<file path="src/framed_command_stepper_controller_assert.svh">
// Assertion macros for the framed command stepper controller.
// FCS_ASSERT checks an implication in the same cycle.
// FCS_ASSERT_NXT checks an implication in the next cycle.
`ifndef FRAMED_COMMAND_STEPPER_CONTROLLER_ASSERT_SVH
`define FRAMED_COMMAND_STEPPER_CONTROLLER_ASSERT_SVH
`ifndef SYNTHESIS
`define FCS_ASSERT(lbl, clk, rst_n, ante, cons) \
    lbl: assert property (@(posedge clk) disable iff (!rst_n) (ante) |-> (cons)) \
        else $error("fcs assertion failed");
`define FCS_ASSERT_NXT(lbl, clk, rst_n, ante, cons) \
    lbl: assert property (@(posedge clk) disable iff (!rst_n) (ante) |=> (cons)) \
        else $error("fcs assertion failed");
`else
`define FCS_ASSERT(lbl, clk, rst_n, ante, cons)
`define FCS_ASSERT_NXT(lbl, clk, rst_n, ante, cons)
`endif
`endif

</file>
<file path="src/fcs_pkg.sv">
// ----------------------------------------------------------------------------
// fcs_pkg
// Shared types, constants and helper functions of the stepper controller.
// ----------------------------------------------------------------------------
package fcs_pkg;

    localparam int MAX_FRAME_DEF   = 128;
    localparam int QUEUE_DEPTH_DEF = 4;

    localparam logic [7:0] CH_STX   = 8'h02;
    localparam logic [7:0] CH_ETX   = 8'h03;
    localparam logic [7:0] CH_COLON = 8'h3A;
    localparam logic [7:0] CH_ACK   = 8'h38;
    localparam logic [7:0] CH_ONE   = 8'h31;
    localparam logic [7:0] CH_ZERO  = 8'h30;
    localparam logic [7:0] CH_FWD   = 8'h46;
    localparam logic [7:0] CH_STOP  = 8'h53;
    localparam logic [7:0] CH_UP    = 8'h55;
    localparam logic [7:0] CH_DOWN  = 8'h44;
    localparam logic [7:0] CH_INIT  = 8'h49;

    localparam int MIN_FRAME = 4;
    localparam int COLON_SAT = 5;

    // reply layout
    localparam int REPLY_IDX_W = 5;
    localparam logic [REPLY_IDX_W-1:0] REPLY_LAST = 5'd21;
    localparam logic [REPLY_IDX_W-1:0] REPLY_CSUM = 5'd17;

    // configuration register indexes
    localparam logic [2:0] CFG_PHASE_MODE  = 3'd0;
    localparam logic [2:0] CFG_NODE_ID     = 3'd1;
    localparam logic [2:0] CFG_RELOAD_MIN  = 3'd2;
    localparam logic [2:0] CFG_RELOAD_MAX  = 3'd3;
    localparam logic [2:0] CFG_RELOAD_STEP = 3'd4;

    localparam logic [1:0] MODE_ONE  = 2'd0;
    localparam logic [1:0] MODE_TWO  = 2'd1;
    localparam logic [1:0] MODE_HALF = 2'd2;

    localparam logic [7:0] RELOAD_RST = 8'd230;

    localparam logic [7:0] TBL_ONE  [8] = '{8'h08, 8'h04, 8'h02, 8'h01,
                                           8'h08, 8'h04, 8'h02, 8'h01};
    localparam logic [7:0] TBL_TWO  [8] = '{8'h0C, 8'h06, 8'h03, 8'h09,
                                           8'h0C, 8'h06, 8'h03, 8'h09};
    localparam logic [7:0] TBL_HALF [8] = '{8'h98, 8'h1C, 8'h34, 8'h26,
                                           8'h62, 8'h43, 8'hC1, 8'h89};

    typedef struct packed {
        logic [1:0] phase_mode;
        logic [7:0] node_id;
        logic [7:0] reload_min;
        logic [7:0] reload_max;
        logic [7:0] reload_step;
    } t_cfg;

    // work handed from front to back: a coil beat or a full reply
    typedef struct packed {
        logic        is_phase;
        logic [7:0]  id;
        logic [31:0] data;
    } t_cmd;

    function automatic logic [7:0] hex_digit(input logic [3:0] v);
        if (v < 4'd10) begin
            return 8'h30 + {4'd0, v};
        end
        return 8'h37 + {4'd0, v};
    endfunction

    function automatic logic [7:0] phase_pattern(input logic [1:0] mode,
                                                 input logic [2:0] idx);
        case (mode)
            MODE_ONE:  return TBL_ONE[idx];
            MODE_HALF: return TBL_HALF[idx];
            default:   return TBL_TWO[idx];
        endcase
    endfunction

    function automatic logic [7:0] reply_byte(input logic [REPLY_IDX_W-1:0] idx,
                                              input logic [7:0] id,
                                              input logic [31:0] data,
                                              input logic [7:0] xsum);
        case (idx)
            5'd0:  return CH_STX;
            5'd2:  return id;
            5'd4:  return CH_ONE;
            5'd6:  return hex_digit(data[31:28]);
            5'd7:  return hex_digit(data[27:24]);
            5'd8:  return hex_digit(data[23:20]);
            5'd9:  return hex_digit(data[19:16]);
            5'd10: return hex_digit(data[15:12]);
            5'd11: return hex_digit(data[11:8]);
            5'd12: return hex_digit(data[7:4]);
            5'd13: return hex_digit(data[3:0]);
            5'd15: return CH_ACK;
            5'd17: return hex_digit(xsum[7:4]);
            5'd18: return hex_digit(xsum[3:0]);
            5'd20: return CH_ETX;
            5'd1, 5'd3, 5'd5, 5'd14, 5'd16, 5'd19, 5'd21: return CH_COLON;
            default: return 8'h00;
        endcase
    endfunction

endpackage

</file>
<file path="src/framed_command_stepper_controller.sv">
// Path: work from an accepted beat goes through the work queue, then the output register.
// Throughput: one input beat per cycle while the 4-entry work queue has room;
//   the output side sends one beat per cycle while m_tready is high, a reply being 22 beats.
// Input ready drops only while the work queue is full.
// Reset: i_rst_n synchronous active low; parser (but for its pending fields), motor
//   state, queue pointers and configuration registers return to their initial values.
// ----------------------------------------------------------------------------
// framed_command_stepper_controller
// Framed serial command controller with stepper coil sequencing.
// ----------------------------------------------------------------------------
module framed_command_stepper_controller #(
    parameter int MAX_FRAME   = fcs_pkg::MAX_FRAME_DEF,
    parameter int QUEUE_DEPTH = fcs_pkg::QUEUE_DEPTH_DEF
) (
    input  logic        i_clk,
    input  logic        i_rst_n,
    input  logic        i_cfg_we,
    input  logic [2:0]  i_cfg_idx,
    input  logic [7:0]  i_cfg_data,
    input  logic        s_tvalid,
    output logic        s_tready,
    input  logic [7:0]  s_tdata,   // [7:0] rx_byte
    input  logic        s_tuser,   // [0] action
    output logic        m_tvalid,
    input  logic        m_tready,
    output logic [15:0] m_tdata,   // [7:0] tx_byte, [15:8] phase
    output logic        m_tuser,   // [0] kind
    output logic        m_tlast
);
    import fcs_pkg::*;

    t_cfg r_cfg;
    t_cmd push_cmd, head_cmd;
    logic push, pop, full, empty;

    always_ff @(posedge i_clk) begin
        if (!i_rst_n) begin
            r_cfg.phase_mode  <= MODE_TWO;
            r_cfg.node_id     <= CH_ONE;
            r_cfg.reload_min  <= 8'd150;
            r_cfg.reload_max  <= 8'd230;
            r_cfg.reload_step <= 8'd10;
        end else if (i_cfg_we) begin
            case (i_cfg_idx)
                CFG_PHASE_MODE:  r_cfg.phase_mode  <= i_cfg_data[1:0];
                CFG_NODE_ID:     r_cfg.node_id     <= i_cfg_data;
                CFG_RELOAD_MIN:  r_cfg.reload_min  <= i_cfg_data;
                CFG_RELOAD_MAX:  r_cfg.reload_max  <= i_cfg_data;
                CFG_RELOAD_STEP: r_cfg.reload_step <= i_cfg_data;
                default: ;
            endcase
        end
    end

    assign s_tready = !full;

    fcs_front #(
        .MAX_FRAME (MAX_FRAME)
    ) u_front (
        .i_clk    (i_clk),
        .i_rst_n  (i_rst_n),
        .i_cfg    (r_cfg),
        .i_accept (s_tvalid && s_tready),
        .i_action (s_tuser),
        .i_byte   (s_tdata),
        .o_push   (push),
        .o_cmd    (push_cmd)
    );

    fcs_queue #(
        .DEPTH (QUEUE_DEPTH)
    ) u_queue (
        .i_clk   (i_clk),
        .i_rst_n (i_rst_n),
        .i_push  (push),
        .i_cmd   (push_cmd),
        .i_pop   (pop),
        .o_cmd   (head_cmd),
        .o_full  (full),
        .o_empty (empty)
    );

    fcs_back u_back (
        .i_clk    (i_clk),
        .i_rst_n  (i_rst_n),
        .i_cmd    (head_cmd),
        .i_empty  (empty),
        .o_pop    (pop),
        .m_tvalid (m_tvalid),
        .m_tready (m_tready),
        .m_tdata  (m_tdata),
        .m_tuser  (m_tuser),
        .m_tlast  (m_tlast)
    );

endmodule

</file>
<file path="src/fcs_front.sv">
// ----------------------------------------------------------------------------
// fcs_front
// Frame parser, command decode, motor timer and step counter; queues work.
// ----------------------------------------------------------------------------
module fcs_front #(
    parameter int MAX_FRAME = fcs_pkg::MAX_FRAME_DEF
) (
    input  logic          i_clk,
    input  logic          i_rst_n,
    input  fcs_pkg::t_cfg i_cfg,
    input  logic          i_accept,
    input  logic          i_action,
    input  logic [7:0]    i_byte,
    output logic          o_push,
    output fcs_pkg::t_cmd o_cmd
);
    import fcs_pkg::*;

    localparam int BCW = $clog2(MAX_FRAME + 1);

    logic           r_in_frame, n_in_frame;
    logic [BCW-1:0] r_count, n_count;
    logic [7:0]     r_xor, n_xor;
    logic [7:0]     r_recent [3];
    logic [7:0]     n_recent [3];
    logic [2:0]     r_colon, n_colon;
    logic [7:0]     r_pend [4];
    logic [7:0]     n_pend [4];
    logic [7:0]     r_comm [4];
    logic [7:0]     n_comm [4];
    logic           r_running, n_running;
    logic [7:0]     r_reload, n_reload;
    logic [7:0]     r_timer, n_timer;
    logic [2:0]     r_pidx, n_pidx;
    logic [31:0]    r_steps, n_steps;

    logic           is_byte, start, overlong, is_etx, keep;
    logic [BCW-1:0] b_count;
    logic [7:0]     b_xor;
    logic [2:0]     b_colon;
    logic [7:0]     b_pend [4];
    logic [7:0]     sum;
    logic           sum_ok;
    logic [8:0]     up_sum;
    logic [1:0]     fld;

    assign is_byte  = i_accept && !i_action;
    assign start    = is_byte && !r_in_frame && (i_byte == CH_STX);
    assign overlong = r_count >= BCW'(MAX_FRAME);
    assign is_etx   = is_byte && r_in_frame && !overlong && (i_byte == CH_ETX);
    assign keep     = start || (is_byte && r_in_frame && !overlong && (i_byte != CH_ETX));
    assign sum      = r_xor ^ r_recent[0] ^ r_recent[1] ^ r_recent[2];
    assign sum_ok   = (hex_digit(sum[7:4]) == r_recent[2])
                   && (hex_digit(sum[3:0]) == r_recent[1]);
    assign up_sum   = {1'b0, r_reload} + {1'b0, i_cfg.reload_step};

    always_comb begin
        n_in_frame = r_in_frame;
        n_count    = r_count;
        n_xor      = r_xor;
        n_recent   = r_recent;
        n_colon    = r_colon;
        n_pend     = r_pend;
        n_comm     = r_comm;
        n_running  = r_running;
        n_reload   = r_reload;
        n_timer    = r_timer;
        n_pidx     = r_pidx;
        n_steps    = r_steps;
        o_push     = 1'b0;
        o_cmd      = '0;
        fld        = 2'd0;

        // a new frame starts from cleared parse state, pending fields from committed ones
        if (start) begin
            b_count = '0;
            b_xor   = '0;
            b_colon = '0;
            b_pend  = r_comm;
        end else begin
            b_count = r_count;
            b_xor   = r_xor;
            b_colon = r_colon;
            b_pend  = r_pend;
        end

        if (i_accept && i_action) begin
            if (r_running) begin
                if (r_timer != 8'hFF) begin
                    n_timer = r_timer + 8'd1;
                end else begin
                    n_timer            = r_reload;
                    n_pidx             = r_pidx + 3'd1;
                    n_steps            = r_steps + 32'd1;
                    o_push             = 1'b1;
                    o_cmd.is_phase     = 1'b1;
                    o_cmd.data         = {24'd0, phase_pattern(i_cfg.phase_mode, r_pidx)};
                end
            end
        end

        if (start) begin
            n_in_frame = 1'b1;
        end

        if (is_byte && r_in_frame && overlong) begin
            n_in_frame = 1'b0;
        end

        if (keep) begin
            n_count     = b_count + BCW'(1);
            n_xor       = b_xor ^ i_byte;
            n_recent[2] = start ? 8'h00 : r_recent[1];
            n_recent[1] = start ? 8'h00 : r_recent[0];
            n_recent[0] = i_byte;
            n_colon     = b_colon;
            n_pend      = b_pend;
            if (i_byte == CH_COLON) begin
                if (b_colon < 3'(COLON_SAT)) begin
                    n_colon = b_colon + 3'd1;
                end
            end else if (b_colon >= 3'd1 && b_colon <= 3'd4) begin
                fld         = 2'(b_colon - 3'd1);
                n_pend[fld] = i_byte;
            end
        end

        if (is_etx) begin
            n_in_frame = 1'b0;
            if (r_count >= BCW'(MIN_FRAME)) begin
                n_comm = r_pend;
                if (r_pend[0] == i_cfg.node_id && sum_ok) begin
                    if (r_pend[1] == CH_ONE) begin
                        if (r_pend[3] == CH_FWD) begin
                            n_running = 1'b1;
                        end else if (r_pend[3] == CH_STOP) begin
                            n_running = 1'b0;
                        end
                        if (r_pend[2] == CH_UP) begin
                            if (r_reload < i_cfg.reload_max) begin
                                n_reload = up_sum[8] ? 8'hFF : up_sum[7:0];
                            end else begin
                                n_reload = i_cfg.reload_max;
                            end
                        end else if (r_pend[2] == CH_DOWN) begin
                            if (r_reload > i_cfg.reload_min) begin
                                n_reload = (r_reload > i_cfg.reload_step)
                                         ? r_reload - i_cfg.reload_step : 8'h00;
                            end else begin
                                n_reload = i_cfg.reload_min;
                            end
                        end else if (r_pend[2] == CH_INIT) begin
                            n_reload = i_cfg.reload_min;
                        end
                    end
                    o_push         = 1'b1;
                    o_cmd.is_phase = 1'b0;
                    o_cmd.id       = i_cfg.node_id;
                    o_cmd.data     = r_steps;
                end
            end
        end
    end

    always_ff @(posedge i_clk) begin
        if (!i_rst_n) begin
            r_in_frame <= 1'b0;
            r_count    <= '0;
            r_xor      <= '0;
            r_recent   <= '{8'h00, 8'h00, 8'h00};
            r_colon    <= '0;
            r_comm     <= '{8'h00, CH_ZERO, 8'h00, 8'h00};
            r_running  <= 1'b0;
            r_reload   <= RELOAD_RST;
            r_timer    <= RELOAD_RST;
            r_pidx     <= '0;
            r_steps    <= '0;
        end else begin
            r_in_frame <= n_in_frame;
            r_count    <= n_count;
            r_xor      <= n_xor;
            r_recent   <= n_recent;
            r_colon    <= n_colon;
            r_comm     <= n_comm;
            r_running  <= n_running;
            r_reload   <= n_reload;
            r_timer    <= n_timer;
            r_pidx     <= n_pidx;
            r_steps    <= n_steps;
        end
    end

    // pending fields are reloaded from committed ones at every frame start
    always_ff @(posedge i_clk) begin
        r_pend <= n_pend;
    end

endmodule

</file>
<file path="src/fcs_queue.sv">
`include "framed_command_stepper_controller_assert.svh"
// ----------------------------------------------------------------------------
// fcs_queue
// Short FIFO of work entries between the front and the back.
// ----------------------------------------------------------------------------
module fcs_queue #(
    parameter int DEPTH = fcs_pkg::QUEUE_DEPTH_DEF
) (
    input  logic          i_clk,
    input  logic          i_rst_n,
    input  logic          i_push,
    input  fcs_pkg::t_cmd i_cmd,
    input  logic          i_pop,
    output fcs_pkg::t_cmd o_cmd,
    output logic          o_full,
    output logic          o_empty
);
    import fcs_pkg::*;

    localparam int PW = (DEPTH > 1) ? $clog2(DEPTH) : 1;
    localparam int CW = $clog2(DEPTH + 1);

    t_cmd          r_mem [DEPTH];
    logic [PW-1:0] r_wptr, n_wptr;
    logic [PW-1:0] r_rptr, n_rptr;
    logic [CW-1:0] r_count, n_count;

    assign o_full  = r_count == CW'(DEPTH);
    assign o_empty = r_count == '0;
    assign o_cmd   = r_mem[r_rptr];

    always_comb begin
        n_wptr  = r_wptr;
        n_rptr  = r_rptr;
        n_count = r_count;
        if (i_push) begin
            n_wptr = (r_wptr == PW'(DEPTH - 1)) ? '0 : r_wptr + PW'(1);
        end
        if (i_pop) begin
            n_rptr = (r_rptr == PW'(DEPTH - 1)) ? '0 : r_rptr + PW'(1);
        end
        if (i_push && !i_pop) begin
            n_count = r_count + CW'(1);
        end else if (i_pop && !i_push) begin
            n_count = r_count - CW'(1);
        end
    end

    always_ff @(posedge i_clk) begin
        if (!i_rst_n) begin
            r_wptr  <= '0;
            r_rptr  <= '0;
            r_count <= '0;
        end else begin
            r_wptr  <= n_wptr;
            r_rptr  <= n_rptr;
            r_count <= n_count;
        end
    end

    always_ff @(posedge i_clk) begin
        if (i_push) begin
            r_mem[r_wptr] <= i_cmd;
        end
    end

    `FCS_ASSERT(a_no_overflow, i_clk, i_rst_n, i_push, !o_full)
    `FCS_ASSERT(a_no_underflow, i_clk, i_rst_n, i_pop, !o_empty)
    `FCS_ASSERT_NXT(a_push_fills, i_clk, i_rst_n, i_push && !i_pop, !o_empty)

endmodule

</file>
<file path="src/fcs_back.sv">
`include "framed_command_stepper_controller_assert.svh"
// ----------------------------------------------------------------------------
// fcs_back
// Drains the work queue: one beat per coil step, 22 beats per reply.
// ----------------------------------------------------------------------------
module fcs_back (
    input  logic          i_clk,
    input  logic          i_rst_n,
    input  fcs_pkg::t_cmd i_cmd,
    input  logic          i_empty,
    output logic          o_pop,
    output logic          m_tvalid,
    input  logic          m_tready,
    output logic [15:0]   m_tdata,
    output logic          m_tuser,
    output logic          m_tlast
);
    import fcs_pkg::*;

    logic                   r_busy, n_busy;
    logic [REPLY_IDX_W-1:0] r_idx, n_idx;
    logic [7:0]             r_id, n_id;
    logic [31:0]            r_data, n_data;
    logic [7:0]             r_xor, n_xor;
    logic                   r_valid, n_valid;
    logic                   r_kind, n_kind;
    logic [7:0]             r_tx, n_tx;
    logic                   r_last, n_last;
    logic [7:0]             r_phase, n_phase;

    logic                   load;
    logic [7:0]             cur_byte;

    assign load     = !r_valid || m_tready;
    assign o_pop    = load && !r_busy && !i_empty;
    assign cur_byte = reply_byte(r_idx, r_id, r_data, r_xor);

    always_comb begin
        n_busy  = r_busy;
        n_idx   = r_idx;
        n_id    = r_id;
        n_data  = r_data;
        n_xor   = r_xor;
        n_valid = r_valid;
        n_kind  = r_kind;
        n_tx    = r_tx;
        n_last  = r_last;
        n_phase = r_phase;
        if (load) begin
            n_valid = 1'b0;
            if (r_busy) begin
                n_valid = 1'b1;
                n_kind  = 1'b0;
                n_tx    = cur_byte;
                n_phase = 8'h00;
                n_last  = r_idx == REPLY_LAST;
                n_idx   = r_idx + 5'd1;
                if (r_idx < REPLY_CSUM) begin
                    n_xor = r_xor ^ cur_byte;
                end
                if (r_idx == REPLY_LAST) begin
                    n_busy = 1'b0;
                end
            end else if (!i_empty) begin
                n_valid = 1'b1;
                n_last  = 1'b0;
                if (i_cmd.is_phase) begin
                    n_kind  = 1'b1;
                    n_tx    = 8'h00;
                    n_phase = i_cmd.data[7:0];
                end else begin
                    // first reply beat goes out while the rest is latched
                    n_kind  = 1'b0;
                    n_tx    = CH_STX;
                    n_phase = 8'h00;
                    n_busy  = 1'b1;
                    n_idx   = 5'd1;
                    n_id    = i_cmd.id;
                    n_data  = i_cmd.data;
                    n_xor   = CH_STX;
                end
            end
        end
    end

    always_ff @(posedge i_clk) begin
        if (!i_rst_n) begin
            r_busy  <= 1'b0;
            r_valid <= 1'b0;
        end else begin
            r_busy  <= n_busy;
            r_valid <= n_valid;
        end
    end

    always_ff @(posedge i_clk) begin
        r_idx   <= n_idx;
        r_id    <= n_id;
        r_data  <= n_data;
        r_xor   <= n_xor;
        r_kind  <= n_kind;
        r_tx    <= n_tx;
        r_last  <= n_last;
        r_phase <= n_phase;
    end

    assign m_tvalid = r_valid;
    assign m_tdata  = {r_phase, r_tx};
    assign m_tuser  = r_kind;
    assign m_tlast  = r_last;

    `FCS_ASSERT(a_idx_range, i_clk, i_rst_n, r_busy, r_idx >= 5'd1 && r_idx <= REPLY_LAST)
    `FCS_ASSERT(a_last_on_reply, i_clk, i_rst_n, r_valid && r_last, !r_kind && !r_busy)

endmodule
</file>
<file path="config.mk">
export PLATFORM = sky130hd
export DESIGN_NAME = framed_command_stepper_controller
export DESIGN_NICKNAME = d
export VERILOG_FILES = /design/src/fcs_pkg.sv /design/src/framed_command_stepper_controller.sv /design/src/fcs_front.sv /design/src/fcs_queue.sv /design/src/fcs_back.sv
export VERILOG_INCLUDE_DIRS = /design/src /design/src/src
export SDC_FILE = /design/constraint.sdc
export NUM_CORES = 1
export LEC_CHECK = 0
export ABC_AREA = 1
export BUFFER_PORTS_ARGS = -buffer_cell sky130_fd_sc_hd__buf_4
export CORE_MARGIN = 2
export CORE_UTILIZATION = 59
export CTS_BUF_LIST = sky130_fd_sc_hd__clkbuf_4
export DETAILED_ROUTE_END_ITERATION = 10
export GPL_TIMING_DRIVEN = 0
export PLACE_DENSITY = 0.74
export SLEW_MARGIN = 20
export SYNTH_ARGS = -nofsm -noshare
export SYNTH_HDL_FRONTEND = slang
export SYNTH_HIERARCHICAL = 1
export SYNTH_SLANG_ARGS = --single-unit
export TNS_END_PERCENT = 5
</file>
<file path="constraint.sdc">
create_clock -name i_clk -period 4.7 [get_ports i_clk]
set_input_delay 0.94 -clock i_clk [delete_from_list [all_inputs] [get_ports i_clk]]
set_output_delay 0.94 -clock i_clk [all_outputs]
set_load 0.1 [all_outputs]
</file>
### Word level (Yosys, flattened, before mapping)

Memory sizes are Yosys's and may differ from the RTL's. A register that Yosys moved wholly into a read port is not among the register bits.
Index checks and enable logic that the tools add are counted.
Widths: inputs -> output; s select.

* add/sub/neg operators: 37
* multiplexer cells: 119
* bitwise logic cells: 12
* order comparisons: 24
* equality and inequality tests: 46
* reductions and logical operators: 52

Operators with widths (number)
* $mux 8: 52
* $add 6x4->7 const A: 24
* $mux 32: 5
* $pmux 8 s16: 1
* $mux 41: 3
* $lt 4x4->1 const B: 12
* $mux 1: 42
* $eq 5x4->1 const B: 8
* $eq 8x7->1 const B: 5
* $xor 8x8->8: 5
* $add 32x1->32 const B: 1
* $bwmux 32: 1
* $eq 5x5->1 const B: 6
* $eq 8x8->1: 3
* $eq 5x3->1 const B: 4
* $logic_and 1x1->1: 18
* $add 8x1->8 const B: 2
* $demux 8 s2: 1
* $eq 8x2->1 const B: 2
* $eq 8x6->1 const B: 2
* $gt 8x8->1: 2
* $pmux 8 s2: 1
* $reduce_and 2->1: 8
* $mux 3: 5
* other kinds (44): 77

* input port bits: 25
* bits in registers: 274
* RAM bits: 164
* memories: 4
* ROM bits: 192

Memory list
* u_queue.r_mem: depth 4, bits a word 41, rd ports 1, clocked after Yosys merged registers in 1, wr ports 1, RTL line fcs_queue.sv:23 `t_cmd r_mem [DEPTH];`
* (no name shown): depth 8, bits a word 8, rd ports 1, clocked after Yosys merged registers in 0, wr ports 0, RTL line fcs_pkg.sv:75 `MODE_ONE: return TBL_ONE[idx];`
* (no name shown): depth 8, bits a word 8, rd ports 1, clocked after Yosys merged registers in 0, wr ports 0, RTL line fcs_pkg.sv:76 `MODE_HALF: return TBL_HALF[idx];`
* (no name shown): depth 8, bits a word 8, rd ports 1, clocked after Yosys merged registers in 0, wr ports 0, RTL line fcs_pkg.sv:77 `default: return TBL_TWO[idx];`

### Depth between registers and ports, before layout

Gate-level depths: netlist of the first run.

* depth after elaboration: 16
* mapped depth: 29
* gate-level depth less buffers: 27

### Hierarchy

The synthesis of the first run kept the hierarchy.

Modules (own cells, without submodules)
* fcs_front: cells each 1504, instances 1, sequential area each 3523.4 um^2, area each 10057.1 um^2
* fcs_queue: cells each 455, instances 1, sequential area each 5104.9 um^2, area each 6526.3 um^2
* fcs_back: cells each 591, instances 1, sequential area each 2172.1 um^2, area each 4438.0 um^2
* framed_command_stepper_controller: cells each 197, instances 1, sequential area each 680.7 um^2, area each 1397.6 um^2

### Least setup slack after synthesis of the first run

OpenSTA, ideal clock, no wires.

* path type: input to register
* start: in s_tvalid
* end: mem u_queue/r_mem[0][0] in the netlist's numbering (enable)
* setup time: 0.396 ns
* arrival time: 3.479 ns
* slack: 0.826 ns
* stages: 18
* buffers on the path: 2
* cells stage by stage: inv_1 -> nor2_1 -> nand3_1 -> nor2_1 -> nand2_1 -> nor2_1 -> nand3_1 -> nor2_1 -> nand3_1 -> nor2_1 -> nand3_1 -> nor2_4 -> nand2_2 -> buf_6 -> buf_6 -> nand2_1 -> nand2_1 -> inv_1

* cells in the longest elaborated chain, start to end: 8
* elaborated cells between the ends (all ways): 12
* those cells by class: mux: 6; reduce/logical: 6

Ends and longest elaborated chain
* start: declaration: RTL line framed_command_stepper_controller.sv:20 `input logic s_tvalid,`
* $logic_and 1x1->1 *: RTL line framed_command_stepper_controller.sv:63 `.i_accept (s_tvalid && s_tready),`
* $logic_and 1x1->1, on equally long branches: RTL line fcs_front.sv:87, fcs_front.sv:47
* $mux 1 or $logic_and 1x1->1 (tied branches): RTL line fcs_front.sv:87, fcs_front.sv:50
* $mux 1 or $logic_and 1x1->1 (tied branches): RTL line fcs_front.sv:132, fcs_front.sv:50
* $mux 1 or $logic_and 1x1->1 (tied branches): RTL line fcs_front.sv:130, fcs_front.sv:50
* $mux 1 *: RTL line fcs_front.sv:128 `if (is_etx) begin`
* named net push: RTL line framed_command_stepper_controller.sv:34 `logic push, pop, full, empty;`
* $mux 1 *: RTL line fcs_queue.sv:62 `if (i_push) begin`
* $mux 1 (not written as such) *: RTL line fcs_queue.sv:63 `r_mem[r_wptr] <= i_cmd;`
* end: declaration: RTL line fcs_queue.sv:23

Mark *: on every way through the listed nets, which the timed path passes. The rest lies on a longest branch.

### Worst setup path in the final report of the first run

* start: reg u_queue.r_count[0]
* end: reg u_queue.r_count[1]

* elaborated cells between the ends (all ways): 24
* those cells by class: add/sub: 2; eq/ne: 1; mux: 6; reduce/logical: 15

RTL lines
* start: declaration: RTL line fcs_queue.sv:26 `logic [CW-1:0] r_count, n_count;`
* start signal: assignment: RTL line fcs_queue.sv:57 `r_count <= n_count;`
* $eq 3x3->1 *: RTL line fcs_queue.sv:28 `assign o_full = r_count == CW'(DEPTH);`
* named net full: RTL line framed_command_stepper_controller.sv:34
* $logic_not 1->1 *: RTL line framed_command_stepper_controller.sv:55 `assign s_tready = !full;`
* $logic_and 1x1->1 *: RTL line framed_command_stepper_controller.sv:63
* $logic_and 1x1->1, on equally long branches: RTL line fcs_front.sv:87, fcs_front.sv:47
* $mux 1 or $logic_and 1x1->1 (tied branches): RTL line fcs_front.sv:87, fcs_front.sv:50
* $mux 1 or $logic_and 1x1->1 (tied branches): RTL line fcs_front.sv:132, fcs_front.sv:50
* $mux 1 or $logic_and 1x1->1 (tied branches): RTL line fcs_front.sv:130, fcs_front.sv:50
* $mux 1 *: RTL line fcs_front.sv:128
* named net push: RTL line framed_command_stepper_controller.sv:34
* $logic_and 1x1->1 *: RTL line fcs_queue.sv:42 `if (i_push && !i_pop) begin`
* $mux 3 *: RTL line fcs_queue.sv:42
* named net u_queue.n_count[1]: RTL line fcs_queue.sv:26

Mark *: on every way through the listed nets, which the timed path passes. The rest lies on a longest branch. The select of a mux whose other input is x is not followed.
A chain may end at the register's enable or synchronous reset.

==> results of run 1 <==
==> through the flow <==
stage	hold WS, ns	power (W)	utilization	TNS, ns
after floorplan	0.4245	0.006341	-	0
after global placement	0.4335	0.006972	0.6224	-82.09
after detailed placement	0.4416	0.007027	0.6247	0
after CTS	0.3225	0.01031	0.6638	0
after global routing	0.3660	0.01074	0.6639	0
final	0.4008	0.01022	0.6639	0
==> cell usage in the layout (no fill, tap or decap), types with 4 or more instances in the layout <==
cell                       netlist  routed
sky130_fd_sc_hd__nand2_1       576     576
sky130_fd_sc_hd__o21a_1          6       6
sky130_fd_sc_hd__a31oi_1         4       4
sky130_fd_sc_hd__buf_4           9      53
sky130_fd_sc_hd__nor3b_1         4       4
sky130_fd_sc_hd__xnor2_1         5       5
sky130_fd_sc_hd__o21ai_0       169     169
sky130_fd_sc_hd__clkbuf_4        0     175
sky130_fd_sc_hd__nand3_1       169     169
sky130_fd_sc_hd__buf_12          0       4
sky130_fd_sc_hd__nand2_2         6       6
sky130_fd_sc_hd__buf_2          23      23
sky130_fd_sc_hd__inv_2          15      20
sky130_fd_sc_hd__nor4_1         12      12
sky130_fd_sc_hd__nor3_1         54      54
sky130_fd_sc_hd__xor2_1         20      20
sky130_fd_sc_hd__nor2_1        385     385
sky130_fd_sc_hd__o211ai_1        9       9
sky130_fd_sc_hd__nand3_2         4       4
sky130_fd_sc_hd__a21oi_1       129     129
sky130_fd_sc_hd__dfxtp_1       173     173
sky130_fd_sc_hd__ha_1           68      68
sky130_fd_sc_hd__buf_6           7       7
sky130_fd_sc_hd__a22oi_1         7       7
sky130_fd_sc_hd__a221oi_1        4       4
sky130_fd_sc_hd__nand4_1        25      25
sky130_fd_sc_hd__or2_2           4       4
sky130_fd_sc_hd__clkinv_1        2      20
sky130_fd_sc_hd__a211oi_1        4       4
sky130_fd_sc_hd__edfxtp_1      267     267
sky130_fd_sc_hd__o22ai_1        49      49
sky130_fd_sc_hd__clkbuf_1       44      44
sky130_fd_sc_hd__inv_1         360     355
sky130_fd_sc_hd__o21ai_1        75      75
sky130_fd_sc_hd__nor2_2         18      18
sky130_fd_sc_hd__nor2_4          8       8
==> critical path: cells and delay by family (launching register included) <==
family / cells / cell delay (ns)
simple gates: 6 / 1.84
flops: 1 / 0.36
fa+ha+maj: 2 / 0.71
compound gates: 1 / 0.17
buf+inv: 4 / 1.16
==> flip-flops by register name, indices dropped and copies added, names as in the netlist, 24 cells and up, named ones only <==
register / count
u_front/r_steps: 32
u_front/r_recent: 24
u_front/r_pend: 32
u_front/r_comm: 32
u_back/r_data: 32
u_queue/r_mem: 164
r_cfg: 34
==> worst paths after layout <==
check,from,depth (start not counted),slack (ns),to
setup / recovery,u_queue/r_count[0],13,0.32,u_queue/r_count[1]
hold / removal,i_cfg_data[0],3,0.40,r_cfg[24]
setup reg to reg,u_queue/r_count[0],13,0.32,u_queue/r_count[1]
hold reg to reg,u_front/r_comm[12],2,0.45,u_front/r_comm[12]
==> area by class of cell <==
class | count | share of cell area
antenna | 1 | 0.0001003
buffer | 85 | 0.01745
clock buffer | 175 | 0.05266
clock inverter | 26 | 0.006269
inverter | 377 | 0.05672
multi-input combinational | 1845 | 0.3645
sequential | 440 | 0.4602
tap | 511 | 0.02563
timing repair buffer | 48 | 0.01645
==> power by group through the flow <==
stage	registers, W	logic, W	clock network [W]
6_report	0.00453	0.00242	0.00327
5_1_grt	0.00456	0.00263	0.00355
4_1_cts	0.00454	0.00242	0.00336
3_5_place_dp	0.00462	0.00241	0
3_3_place_gp	0.00462	0.00236	0
2_1_floorplan	0.00518	0.00116	0
==> logic make-up after synthesis <==
logic type / share of synthesized area
and+or+nand+nor: 0.2398
AOI/OAI and AO/OA: 0.1152
buffers and inverters: 0.08254
DFF: 0.5121
adders and majority gates: 0.04063
xor gates and xnor gates: 0.009767
==> routing by layer <==
| layer | GRT usage | routed length (um) | vias up |
|---|---|---|---|
| met3 | 0.05137 | 3465 | 131 |
| met4 | 0.1592 | 2380 | 0 |
| met2 | 0.5225 | 28700 | 643 |
| li1 | - | - | 9511 |
| met1 | 0.3498 | 23350 | 8927 |
| met5 | 0 | 0 | - |
==> impl_summary.log, run 1 <==
[metrics] run status: completed
[metrics] post-synth top area share: 0.3576
[metrics] peak clock frequency supported by timing: 0.2285 GHz
[metrics] 1st-iter DRT viols: 1173
[metrics] final setup vio count: 0
[metrics] global-route wire length before repair: 91980 um
[metrics] total of hold buffers inserted after clock tree synthesis: 0
[metrics] type of the worst setup path: reg -> reg
[metrics] sequential cell fraction of total power: 0.444
[metrics] biggest area consumer among synthesized cells: sky130_fd_sc_hd__edfxtp_1
[metrics] Syn Std Cell Area: 0.02242 sq mm
[metrics] number of clock buffers inserted by TritonCTS: 108
[metrics] dominant cell by count in the synthesized netlist: sky130_fd_sc_hd__nand2_1
[metrics] Clk Latency, worst-skew pair: 0.82 ns
[metrics] ordered cell list for the critical path: nor3_1 > nor2_1 > nand3_1 > nor2_2 > inv_2 > clkbuf_1 > clkbuf_1 > nand2_1 > ha_1 > inv_1 > fa_1 > o21ai_0 > nor2_1
[metrics] maximum number of pins on one net before global-route repair: 42
[metrics] number of top-level pins: 45
[metrics] Max stage delay on crit path: 0.77 ns
[metrics] die footprint: 0.03957 sq mm
[metrics] clock-pin slew reported for the worst setup and hold paths after clock tree synthesis: 0.07 ns
[metrics] combinational share of power: 0.237
[metrics] fraction of final layout cells with drive strength greater than 1: 0.1132
[metrics] post-placement cell area: 0.02348 sq mm
[metrics] cell with the largest stage delay on the worst path: sky130_fd_sc_hd__nor3_1
[metrics] count of standard-cell rows: 71
[metrics] final-stage net count: 3001
[metrics] largest voltage drop on the vdd net: 0.0003500 V
[metrics] most frequently used flop master after synthesis: sky130_fd_sc_hd__edfxtp_1
[metrics] detailed placement HPWL: 42340 um
[metrics] Avg Vias per Cell: 5.477
[metrics] Final Hold Violating Endpoints: 0
[metrics] share of the clock period used by the worst path: 0.9313
[metrics] Die X-Extent: 198.9 um
[metrics] worst slew margin relative to its limit: 0.3215
[metrics] post-placement worst setup slack: 0.1963 ns
[metrics] static leakage: 10.56 nW
[metrics] total grt overflow: 0
[metrics] vias: 19210
[metrics] number of storage elements in the synthesis netlist: 440
[metrics] maximum fanout along the worst path: 10
[metrics] Critical Path Source Type: flip-flop
[metrics] CTS tree: yes
[metrics] Internal Dissipation: 0.006743 W
[metrics] initial standard-cell utilization of the core: 0.5966
[metrics] maximum level of the CTS H-tree: 3
[metrics] 1st-pass router iterations: 5
[metrics] syn_area_per_cell: 8.161 sq um
[metrics] die extent in y: 198.9 um
[metrics] clock period minus final worst setup slack: 4.377 ns
[metrics] Port Buffers: 44
[metrics] clock share of power: 0.320
[metrics] count of distinct cell types in the synthesized netlist: 56
[metrics] Max Clock Skew: 0.06796 ns
[metrics] top post-synthesis cells by count: 576 x sky130_fd_sc_hd__nand2_1, 385 x sky130_fd_sc_hd__nor2_1, 360 x sky130_fd_sc_hd__inv_1
[metrics] critical path required time: 5.34 ns
[metrics] Pins Over Slew Limit: 0
[metrics] routability cong.: 0.9424
[metrics] Synth Instances: 2747
[metrics] final instance area: 0.02495 sq mm
[metrics] sw frac: 0.3402
[metrics] count of clock tree sinks: 440
[metrics] clock root buffer: sky130_fd_sc_hd__clkbuf_4
[metrics] yosys synthesis warning count: 6
[metrics] multi-input logic area: 0.009094 sq mm
[metrics] Psw: 0.003476 W
[metrics] combined flip-flop and latch cell area: 0.01148 sq mm
[metrics] Critical Path Sink Type: flip-flop
[metrics] remaining antenna violation count: 0
[metrics] power per standard cell area: 409.6 mW/mm^2
[metrics] Arrival @ worst endpoint: 5.02 ns
[metrics] number of enable flip-flop cells after synthesis: 267
[metrics] fin cells: 3508
[metrics] area of the placeable core: 0.03758 sq mm
[metrics] Routed Wire Length: 57900 um
[metrics] post-synthesis sequential area ratio: 0.5121
[metrics] DP Cell Count: 3306
[metrics] drc violations: 0
[metrics] measured slew at the worst slew-check pin: 1.018 ns
[metrics] via count of the first global-routing pass: 18580
[metrics] Post-CTS Repair Setup Buffers: 0
[metrics] top cells by area in the synthesized netlist: sky130_fd_sc_hd__edfxtp_1 36%, sky130_fd_sc_hd__dfxtp_1 15%, sky130_fd_sc_hd__nand2_1 9.6%
[metrics] proportion of register bits with asynchronous set or reset after synthesis: 0
[metrics] clock buffer depth: 3
[metrics] final worst slack: 0.3227 ns
[metrics] Resized cells post-CTS: 0
[metrics] number of antenna violations at the first check in global routing: 1
[metrics] count of filler cells inserted in the layout: 3200
[metrics] setup repair after global routing missed its margin: no
[metrics] Layout Area Growth over Synthesis: 11.28%
[metrics] net count after synthesis: 2843
[metrics] Worst Hold Class: in -> reg
[metrics] final routed wire length divided by cell count: 16.50 um
[metrics] all-layer global routing usage: 0.2983
[metrics] Max-Cap Viols: 0
Power figures use the tool's default switching activity.
==> run 2: changes to the inputs <==
--- a/config.mk
+++ b/config.mk
@@ -11,12 +11,13 @@
 export CORE_MARGIN = 2
 export CORE_UTILIZATION = 59
 export CTS_BUF_LIST = sky130_fd_sc_hd__clkbuf_4
+export CTS_CLUSTER_DIAMETER = 80
 export DETAILED_ROUTE_END_ITERATION = 10
 export GPL_TIMING_DRIVEN = 0
 export PLACE_DENSITY = 0.74
+export REMOVE_ABC_BUFFERS = 1
 export SLEW_MARGIN = 20
 export SYNTH_ARGS = -nofsm -noshare
 export SYNTH_HDL_FRONTEND = slang
-export SYNTH_HIERARCHICAL = 1
 export SYNTH_SLANG_ARGS = --single-unit
 export TNS_END_PERCENT = 5
==> impl_summary.log, run 2 <==
[metrics] die extent in y: 196.3 um (-1.3%)
[metrics] Reg2Reg Capture Point: u_queue.r_count[1]
[metrics] Layout Area Growth over Synthesis: 10.34%
[metrics] count of standard-cell rows: 70 (-1.4%)
[metrics] type of the worst setup path: reg -> reg
[metrics] final-stage net count: 2692 (-10%)
[metrics] Worst R2R Setup Slack: 0.48 ns (+0.16 ns)
[metrics] number of storage elements in the synthesis netlist: 440 (unchanged)
[metrics] max FFs per register: 164 (unchanged)
[metrics] detailed placement HPWL: 36240 um (-14%)
[metrics] 1st-iter DRT viols: 1293 (+10%)
[metrics] share of the clock period used by the worst path: 0.8980 (-0.03334)
[metrics] critical path launch point: u_queue.r_count[0]
[metrics] via count of the first global-routing pass: 17360 (-6.6%)
[metrics] clock root buffer: sky130_fd_sc_hd__clkbuf_4
[metrics] final routed wire length divided by cell count: 16.67 um (+1.0%)
[metrics] count of filler cells inserted in the layout: 2999 (-6.3%)
[metrics] maximum fanout along the worst path: 13 (+3)
[metrics] Internal Dissipation: 0.006586 W (-2.3%)
[metrics] post-synthesis sequential area ratio: 0.5263 (+0.01419)
[metrics] total of hold buffers inserted after clock tree synthesis: 0 (unchanged)
[metrics] static leakage: 9.026 nW (-15%)
[metrics] count of distinct cell types in the synthesized netlist: 67 (+20%)
[metrics] routability cong.: 0.9260 (-1.7%)
[metrics] Clk Latency, worst-skew pair: 0.81 ns (about the same)
[metrics] cells on worst reg2reg path: 13 (unchanged)
[metrics] termination of the worst setup path: u_queue.r_count[1]
[metrics] dominant delay contributor by cell family on the critical path: simple AND/OR/NAND/NOR gates
[metrics] Critical Path Sink Type: flip-flop
[metrics] largest voltage drop on the vdd net: 0.0003076 V (-12%)
[metrics] multi-input logic area: 0.008762 sq mm (-3.6%)
[metrics] dominant cell type by count on the critical path: sky130_fd_sc_hd__nor2_1
[metrics] area of the placeable core: 0.03652 sq mm (-2.8%)
[metrics] number of clock buffers inserted by TritonCTS: 110 (+1.9%)
[metrics] maximum level of the CTS H-tree: 3 (unchanged)
[metrics] top post-synthesis cells by count: 417 x sky130_fd_sc_hd__nand2_1, 313 x sky130_fd_sc_hd__nor2_1, 309 x sky130_fd_sc_hd__inv_1
[metrics] peak clock frequency supported by timing: 0.2369 GHz (+3.7%)
[metrics] Max-Cap Viols: 0 (unchanged)
[metrics] sw frac: 0.3479 (+0.007742)
[metrics] Final Hold Violating Endpoints: 0 (unchanged)
[metrics] fin cells: 3155 (-10%)
[metrics] Largest Register: u_queue.r_mem
[metrics] Die X-Extent: 196.3 um (-1.3%)
[metrics] tightest hold margin: 0.3997 ns (-0.001048 ns)
[metrics] dominant cell by count in the synthesized netlist: sky130_fd_sc_hd__nand2_1
[metrics] setup repair after global routing missed its margin: no
[metrics] registers with the most flip-flops: u_queue.r_mem (164), r_cfg (34)
[metrics] initial standard-cell utilization of the core: 0.5973 (+0.0006832)
[metrics] global-route wire length before repair: 85260 um (-7.3%)
[metrics] Hold Path Stages: 3 (unchanged)
[metrics] Max Clock Skew: 0.04379 ns (-0.02417 ns)
[metrics] number of enable flip-flop cells after synthesis: 267 (unchanged)
[metrics] top cells by area in the synthesized netlist: sky130_fd_sc_hd__edfxtp_1 37%, sky130_fd_sc_hd__dfxtp_1 16%, sky130_fd_sc_hd__nand2_1 7.2%
[metrics] cell with the largest stage delay on the worst path: sky130_fd_sc_hd__nor2_1
[metrics] remaining antenna violation count: 0 (unchanged)
[metrics] all-layer global routing usage: 0.2771 (-0.02116)
[metrics] Resized cells post-CTS: 0 (unchanged)
[metrics] count of clock tree sinks: 440 (unchanged)
[metrics] 1st-pass router iterations: 5 (unchanged)
[metrics] number of top-level pins: 45 (unchanged)
[metrics] number of antenna violations at the first check in global routing: 1 (unchanged)
[metrics] Critical Path Source Type: flip-flop
[metrics] commonest cells after routing, fill and taps aside: 417 x sky130_fd_sc_hd__nand2_1, 309 x sky130_fd_sc_hd__nor2_1, 305 x sky130_fd_sc_hd__inv_1, 267 x sky130_fd_sc_hd__edfxtp_1, 266 x sky130_fd_sc_hd__o21ai_0
[metrics] yosys synthesis warning count: 0 (-6)
[metrics] Psw: 0.003514 W (+1.1%)
[metrics] Worst Hold Class: in -> reg
[metrics] clock share of power: 0.315 (-0.005)
[metrics] proportion of register bits with asynchronous set or reset after synthesis: 0 (unchanged)
[metrics] clock period minus final worst setup slack: 4.221 ns (-0.1567 ns)
[metrics] startpoint of the most critical register-to-register path: u_queue.r_count[0]
[metrics] combined flip-flop and latch cell area: 0.01149 sq mm (about the same)
[metrics] ordered cell list for the critical path: nor2_1 > nand2_2 > nand4_2 > nor2_1 > nand2_1 > inv_1 > nor2_1 > inv_1 > ha_1 > inv_1 > fa_1 > o21ai_0 > nor2_1
[metrics] logic depth of the worst setup path including buffers: 13 (unchanged)
[metrics] most common library cell in the layout ignoring fill and taps: sky130_fd_sc_hd__nand2_1
[metrics] Synth Instances: 2514 (-8.5%)
[metrics] Arrival @ worst endpoint: 4.89 ns (-0.13 ns)
[metrics] clock-pin slew reported for the worst setup and hold paths after clock tree synthesis: 0.07 ns (about the same)
[metrics] Post-CTS Repair Setup Buffers: 0 (unchanged)
[metrics] total buffers and inverters traversed by the critical path: 3 (-1)
[metrics] combinational share of power: 0.230 (-0.007)
[metrics] Avg Vias per Cell: 5.614 (+2.5%)
[metrics] Syn Std Cell Area: 0.02181 sq mm (-2.7%)
[metrics] sequential cell fraction of total power: 0.456 (+0.012)
[metrics] maximum number of pins on one net before global-route repair: 85 (+100%)
[metrics] DP Cell Count: 2952 (-11%)
[metrics] vias: 17710 (-7.8%)
[metrics] CTS tree: yes
[metrics] post-synth top area share: 0.3675 (+0.009907)
[metrics] power per standard cell area: 419.6 mW/mm^2 (+2.4%)
[metrics] Port Buffers: 44 (unchanged)
[metrics] syn_area_per_cell: 8.677 sq um (+6.3%)
[metrics] drc violations: 0 (unchanged)
[metrics] most frequently used flop master after synthesis: sky130_fd_sc_hd__edfxtp_1
[metrics] total grt overflow: 0 (unchanged)
[metrics] clock buffer depth: 3 (unchanged)
[metrics] biggest area consumer among synthesized cells: sky130_fd_sc_hd__edfxtp_1
[metrics] worst slew margin relative to its limit: 0.2907 (-0.03084)
[metrics] die footprint: 0.03853 sq mm (-2.6%)
[metrics] final setup vio count: 0 (unchanged)
[metrics] critical path required time: 5.37 ns (+0.03 ns)
[metrics] Routed Wire Length: 52610 um (-9.1%)
[metrics] measured slew at the worst slew-check pin: 1.060 ns (+0.04235 ns)
[metrics] Max stage delay on crit path: 0.77 ns (about the same)
[metrics] fraction of final layout cells with drive strength greater than 1: 0.1128 (-0.0003017)
[metrics] Pins Over Slew Limit: 0 (unchanged)
[metrics] run status: completed
[run 2: cell count changes in the layout (fill, tap and decap cells not counted), sizes merged, moves of 13 or more]
cell / before / now
o211ai: 9 / 29
nor3: 57 / 44
clkinv: 22 / 43
nor2: 411 / 326
o21ai: 244 / 293
inv: 379 / 333
a21oi: 130 / 163
clkbuf: 220 / 154
nand2: 582 / 429
nand3: 173 / 91
buf: 88 / 54
a211oi: 4 / 39
[run 2: cell type report]
| cell class | instances | share of cell area |
|---|---|---|
| Antenna cell | 2 | 0.0002079 |
| Clock buffer | 154 | 0.04803 |
| Clock inverter | 47 | 0.01014 |
| Inverter | 332 | 0.05219 |
| Multi-Input combinational cell | 1658 | 0.3640 |
| Sequential cell | 440 | 0.4772 |
| Tap cell | 468 | 0.02433 |
| Timing Repair Buffer | 54 | 0.02391 |
[run 2: power groups by stage]
| stage | sequential (W) | clock (W) | combinational [W] |
|---|---|---|---|
| floorplan | 0.00529 | 0 | 0.000968 |
| global placement | 0.00480 | 0 | 0.00208 |
| detailed placement | 0.00469 | 0 | 0.00231 |
| CTS | 0.00460 | 0.00324 | 0.00232 |
| global route | 0.00463 | 0.00343 | 0.00253 |
| finish | 0.00460 | 0.00318 | 0.00232 |
[run 2: how the worst min path moves through the flow]
stage	startpoint	end	slack, ns
after floorplan	r_cfg[8]	r_cfg[8]	0.44
after global placement	r_cfg[8]	r_cfg[8]	0.45
after detailed placement	r_cfg[8]	r_cfg[8]	0.46
after CTS	i_cfg_data[1]	r_cfg[17]	0.34
after global routing	i_cfg_data[1]	r_cfg[17]	0.38
final	i_cfg_data[1]	r_cfg[9]	0.40
[run 2: through the flow]
stage	setup TNS (ns)	setup WS, ns	power (W)	util	instance area [sq um]
after floorplan	0	0.3591	0.006255	-	21460
after global placement	-378.62	-1.960	0.006875	0.6126	22370
after detailed placement	0	0.05555	0.007001	0.6205	22660
after CTS	0	0.4646	0.01017	0.6588	24060
after global routing	0	0.1339	0.01059	0.6591	24070
final	0	0.4794	0.01010	0.6591	24070
[run 2: per-layer routing]
| layer | vias up | GRT usage | share of wire |
|---|---|---|---|
| met5 | - | 0 | 0 |
| met4 | 0 | 0.1136 | 0.029 |
| met3 | 95 | 0.04968 | 0.063 |
| met2 | 506 | 0.4708 | 0.48 |
| met1 | 8315 | 0.3511 | 0.43 |
| li1 | 8795 | - | - |
[run 2: worst register-to-register path, cell delays in order, from the launching register on]
cell and delay [ns]:
sky130_fd_sc_hd__dfxtp_1 0.36, sky130_fd_sc_hd__nor2_1 0.16, sky130_fd_sc_hd__nand2_2 0.17, sky130_fd_sc_hd__nand4_2 0.31
sky130_fd_sc_hd__nor2_1 0.10, sky130_fd_sc_hd__nand2_1 0.52, sky130_fd_sc_hd__inv_1 0.48, sky130_fd_sc_hd__nor2_1 0.77
sky130_fd_sc_hd__inv_1 0.24, sky130_fd_sc_hd__ha_1 0.26, sky130_fd_sc_hd__inv_1 0.10, sky130_fd_sc_hd__fa_1 0.43
sky130_fd_sc_hd__o21ai_0 0.15, sky130_fd_sc_hd__nor2_1 0.05
[run 2: cell families after synthesis]
kind of cell,after synthesis,share of synthesized area
AOI/OAI and AO/OA,607,0.1577
and+or+nand+nor,950,0.1886
xor gates and xnor gates,30,0.01205
DFF,440,0.5263
buffers and inverters,416,0.07365
adders and majority gates,71,0.04176
==> run 3: changes to the inputs <==
--- a/config.mk
+++ b/config.mk
@@ -14,7 +14,7 @@
 export CTS_CLUSTER_DIAMETER = 80
 export DETAILED_ROUTE_END_ITERATION = 10
 export GPL_TIMING_DRIVEN = 0
-export PLACE_DENSITY = 0.74
+export PLACE_DENSITY = 0.76
 export REMOVE_ABC_BUFFERS = 1
 export SLEW_MARGIN = 20
 export SYNTH_ARGS = -nofsm -noshare
==> impl_summary.log, run 3 (synthesis gave the netlist of run 2 again) <==
[metrics] run status: complete, but fails checks
[metrics] violated checks: DRC
[metrics] uppermost routed layer: met4
[metrics] number of clock buffers inserted by TritonCTS: 111 (+0.91%)
[metrics] wire length on met2: 24710 um (-2.4%)
[metrics] maximum fanout along the worst path: 6 (-7)
[metrics] Routed Wire Length: 52150 um (-0.87%)
[metrics] drc violations: 1 (+1)
[metrics] Clk Latency, worst-skew pair: 0.82 ns (about the same)
[metrics] commonest cells after routing, fill and taps aside: 417 x sky130_fd_sc_hd__nand2_1, 309 x sky130_fd_sc_hd__nor2_1, 305 x sky130_fd_sc_hd__inv_1, 267 x sky130_fd_sc_hd__edfxtp_1, 266 x sky130_fd_sc_hd__o21ai_0
[metrics] initial standard-cell utilization of the core: 0.5973 (unchanged)
[metrics] routability cong.: 0.9170 (-0.97%)
[metrics] remaining antenna violation count: 0 (unchanged)
[metrics] area of the placeable core: 0.03652 sq mm (unchanged)
[metrics] share of the clock period used by the worst path: 0.9097 (+0.01167)
[metrics] measured slew at the worst slew-check pin: 1.087 ns (+0.02679 ns)
[metrics] 1st-iter DRT viols: 1238 (-4.3%)
[metrics] startpoint of the most critical register-to-register path: u_front.r_xor[0]
[metrics] total of hold buffers inserted after clock tree synthesis: 0 (unchanged)
[metrics] dominant delay contributor by cell family on the critical path: simple AND/OR/NAND/NOR gates
[metrics] cells on worst reg2reg path: 20 (+7)
[metrics] number of antenna violations at the first check in global routing: 1 (unchanged)
[metrics] Max stage delay on crit path: 0.44 ns (-0.33 ns)
[metrics] total buffers and inverters traversed by the critical path: 2 (-1)
[metrics] final setup vio count: 0 (unchanged)
[metrics] clock root buffer: sky130_fd_sc_hd__clkbuf_4
[metrics] clock buffer depth: 3 (unchanged)
[metrics] Critical Path Source Type: flip-flop
[metrics] CTS tree: yes
[metrics] routed metal-1 wire length: 22370 um (-0.54%)
[metrics] registers with the most flip-flops: u_queue.r_mem (164), r_cfg (34)
[metrics] power per standard cell area: 423.6 mW/mm^2 (+0.96%)
[metrics] largest voltage drop on the vdd net: 0.0003564 V (+16%)
[metrics] Die X-Extent: 196.3 um (unchanged)
[metrics] critical hold path startpoint: i_cfg_data[1]
[metrics] global-route wire length before repair: 84300 um (-1.1%)
[metrics] cell with the largest stage delay on the worst path: sky130_fd_sc_hd__nor2_1
[metrics] count of clock tree sinks: 440 (unchanged)
[metrics] setup repair after global routing missed its margin: no
[metrics] via count of the first global-routing pass: 17350 (-0.063%)
[metrics] clock-pin slew reported for the worst setup and hold paths after clock tree synthesis: 0.06 ns (about the same)
[metrics] number of top-level pins: 45 (unchanged)
[metrics] Worst Hold Class: in -> reg
[metrics] end point of the worst hold path: r_cfg[17]
[metrics] final instance area: 0.02416 sq mm (+0.36%)
[metrics] Avg Vias per Cell: 5.654 (+0.72%)
[metrics] ordered cell list for the critical path: xnor2_1 > xor2_1 > xnor2_1 > ha_1 > nand2_1 > nand3_1 > nand2_1 > nand2_1 > nor2_1 > nand4_1 > nor2_1 > nor2_1 > inv_1 > ha_1 > inv_1 > fa_1 > a21oi_1 > o21ai_0 > o21ai_0 > a21oi_1
[metrics] worst slew margin relative to its limit: 0.2728 (-0.01793)
[metrics] Resized cells post-CTS: 0 (unchanged)
[metrics] total grt overflow: 0 (unchanged)
[metrics] overall power: 0.01023 W (+1.3%)
[metrics] static leakage: 9.094 nW (+0.76%)
[metrics] clock period minus final worst setup slack: 4.275 ns (+0.05485 ns)
[metrics] Pins Over Slew Limit: 0 (unchanged)
[metrics] count of filler cells inserted in the layout: 2944 (-1.8%)
[metrics] maximum number of pins on one net before global-route repair: 85 (unchanged)
[metrics] vias: 17870 (+0.91%)
[metrics] count of standard-cell rows: 70 (unchanged)
[metrics] Port Buffers: 44 (unchanged)
[metrics] utilization after layout: 0.6614 (+0.002364)
[metrics] sum of met3 wire segment lengths after detailed routing: 3403 um (+3.2%)
[metrics] Post-CTS Repair Setup Buffers: 0 (unchanged)
[metrics] Max Clock Skew: 0.05261 ns (+0.008820 ns)
[metrics] setup TNS after final layout: 0 ns (unchanged)
[metrics] Arrival @ worst endpoint: 4.94 ns (+0.05 ns)
[metrics] Max-Cap Viols: 0 (unchanged)
[metrics] fraction of final layout cells with drive strength greater than 1: 0.1215 (+0.008622)
[metrics] all-layer global routing usage: 0.2740 (-0.003111)
[metrics] max FFs per register: 164 (unchanged)
[metrics] Hold Path Stages: 3 (unchanged)
[metrics] Final Hold Violating Endpoints: 0 (unchanged)
[metrics] final routed wire length divided by cell count: 16.50 um (-1.1%)
[metrics] die extent in y: 196.3 um (unchanged)
[metrics] Reg2Reg Capture Point: u_queue.r_count[2]
[metrics] post-placement cell area: 0.02265 sq mm (about the same)
[metrics] most common library cell in the layout ignoring fill and taps: sky130_fd_sc_hd__nand2_1
[metrics] 1st-pass router iterations: 10 (+5)
[metrics] detailed placement HPWL: 35960 um (-0.77%)
[metrics] Critical Path Sink Type: flip-flop
[metrics] critical path required time: 5.36 ns (about the same)
[metrics] post-placement worst setup slack: 0.1121 ns (+0.05658 ns)
[metrics] Layout Area Growth over Synthesis: 10.74%
[metrics] peak clock frequency supported by timing: 0.2339 GHz (-1.3%)
[metrics] Largest Register: u_queue.r_mem
[metrics] final-stage net count: 2693 (+0.037%)
[metrics] final worst slack: 0.4245 ns (-0.05485 ns)
[metrics] Worst R2R Setup Slack: 0.42 ns (-0.05 ns)
[metrics] maximum level of the CTS H-tree: 3 (unchanged)
[metrics] type of the worst setup path: reg -> reg
[metrics] die footprint: 0.03853 sq mm (unchanged)
## run 3: how the worst max path moves through the flow
stage,slack [ns],cells past startpoint,endpoint,start
after floorplan,0.36,11,u_queue.r_mem[0][0],s_tdata[2]
after global routing,0.25,20,u_queue.r_count[2],u_front.r_xor[0]
after detailed placement,0.11,19,u_queue.r_count[2],s_tdata[5]
after global placement,-1.87,12,u_queue.r_mem[3][4],s_tdata[5]
final,0.42,20,u_queue.r_count[2],u_front.r_xor[0]
after CTS,0.55,20,u_queue.r_count[2],u_front.r_xor[0]
## run 3: where the power goes
group / internal [W] / leakage (nW) / total [W] / switching [W]
logic: 0.000515 / 4.73 / 0.00232 / 0.00180
registers: 0.00444 / 3.47 / 0.00460 / 0.000162
clock network: 0.00178 / 0.897 / 0.00331 / 0.00153
## run 3: through the flow
| stage | hold WS, ns | instances |
|---|---|---|
| 6_report | 0.3858 | 3161 |
| 5_1_grt | 0.3528 | 3161 |
| 4_1_cts | 0.3196 | 3160 |
| 3_5_place_dp | 0.4568 | 2952 |
| 3_3_place_gp | 0.4488 | 2942 |
| 2_1_floorplan | 0.4352 | 2430 |
## run 3: routing by layer
| layer | vias up | global-route usage |
|---|---|---|
| li1 | 8830 | - |
| met1 | 8330 | 0.3504 |
| met2 | 599 | 0.4584 |
| met3 | 114 | 0.04882 |
| met4 | 0 | 0.1204 |
| met5 | - | 0 |
## run 3: layout make-up
| class | count | area, sq um | area share |
|---|---|---|---|
| diodes | 1 | 2.502 | 0.0001036 |
| flip-flops and latches | 440 | 11490 | 0.4755 |
| clock inverters | 29 | 157.7 | 0.006526 |
| clock buffers | 179 | 1344 | 0.05563 |
| inverters | 332 | 1256 | 0.05200 |
| well taps | 468 | 585.6 | 0.02424 |
| multi-input cells | 1658 | 8762 | 0.3627 |
| repair buffers | 54 | 563.0 | 0.02331 |
## run 3: worst register-to-register path, cell delays in order, from the launching register on
cell and delay [ns]:
sky130_fd_sc_hd__dfxtp_1 0.33, sky130_fd_sc_hd__xnor2_1 0.29, sky130_fd_sc_hd__xor2_1 0.35, sky130_fd_sc_hd__xnor2_1 0.13, sky130_fd_sc_hd__ha_1 0.25, sky130_fd_sc_hd__nand2_1 0.10, sky130_fd_sc_hd__nand3_1 0.07, sky130_fd_sc_hd__nand2_1 0.10
sky130_fd_sc_hd__nand2_1 0.05, sky130_fd_sc_hd__nor2_1 0.24, sky130_fd_sc_hd__nand4_1 0.13, sky130_fd_sc_hd__nor2_1 0.44, sky130_fd_sc_hd__nor2_1 0.35, sky130_fd_sc_hd__inv_1 0.21, sky130_fd_sc_hd__ha_1 0.17, sky130_fd_sc_hd__inv_1 0.07
sky130_fd_sc_hd__fa_1 0.38, sky130_fd_sc_hd__a21oi_1 0.14, sky130_fd_sc_hd__o21ai_0 0.11, sky130_fd_sc_hd__o21ai_0 0.17, sky130_fd_sc_hd__a21oi_1 0.05
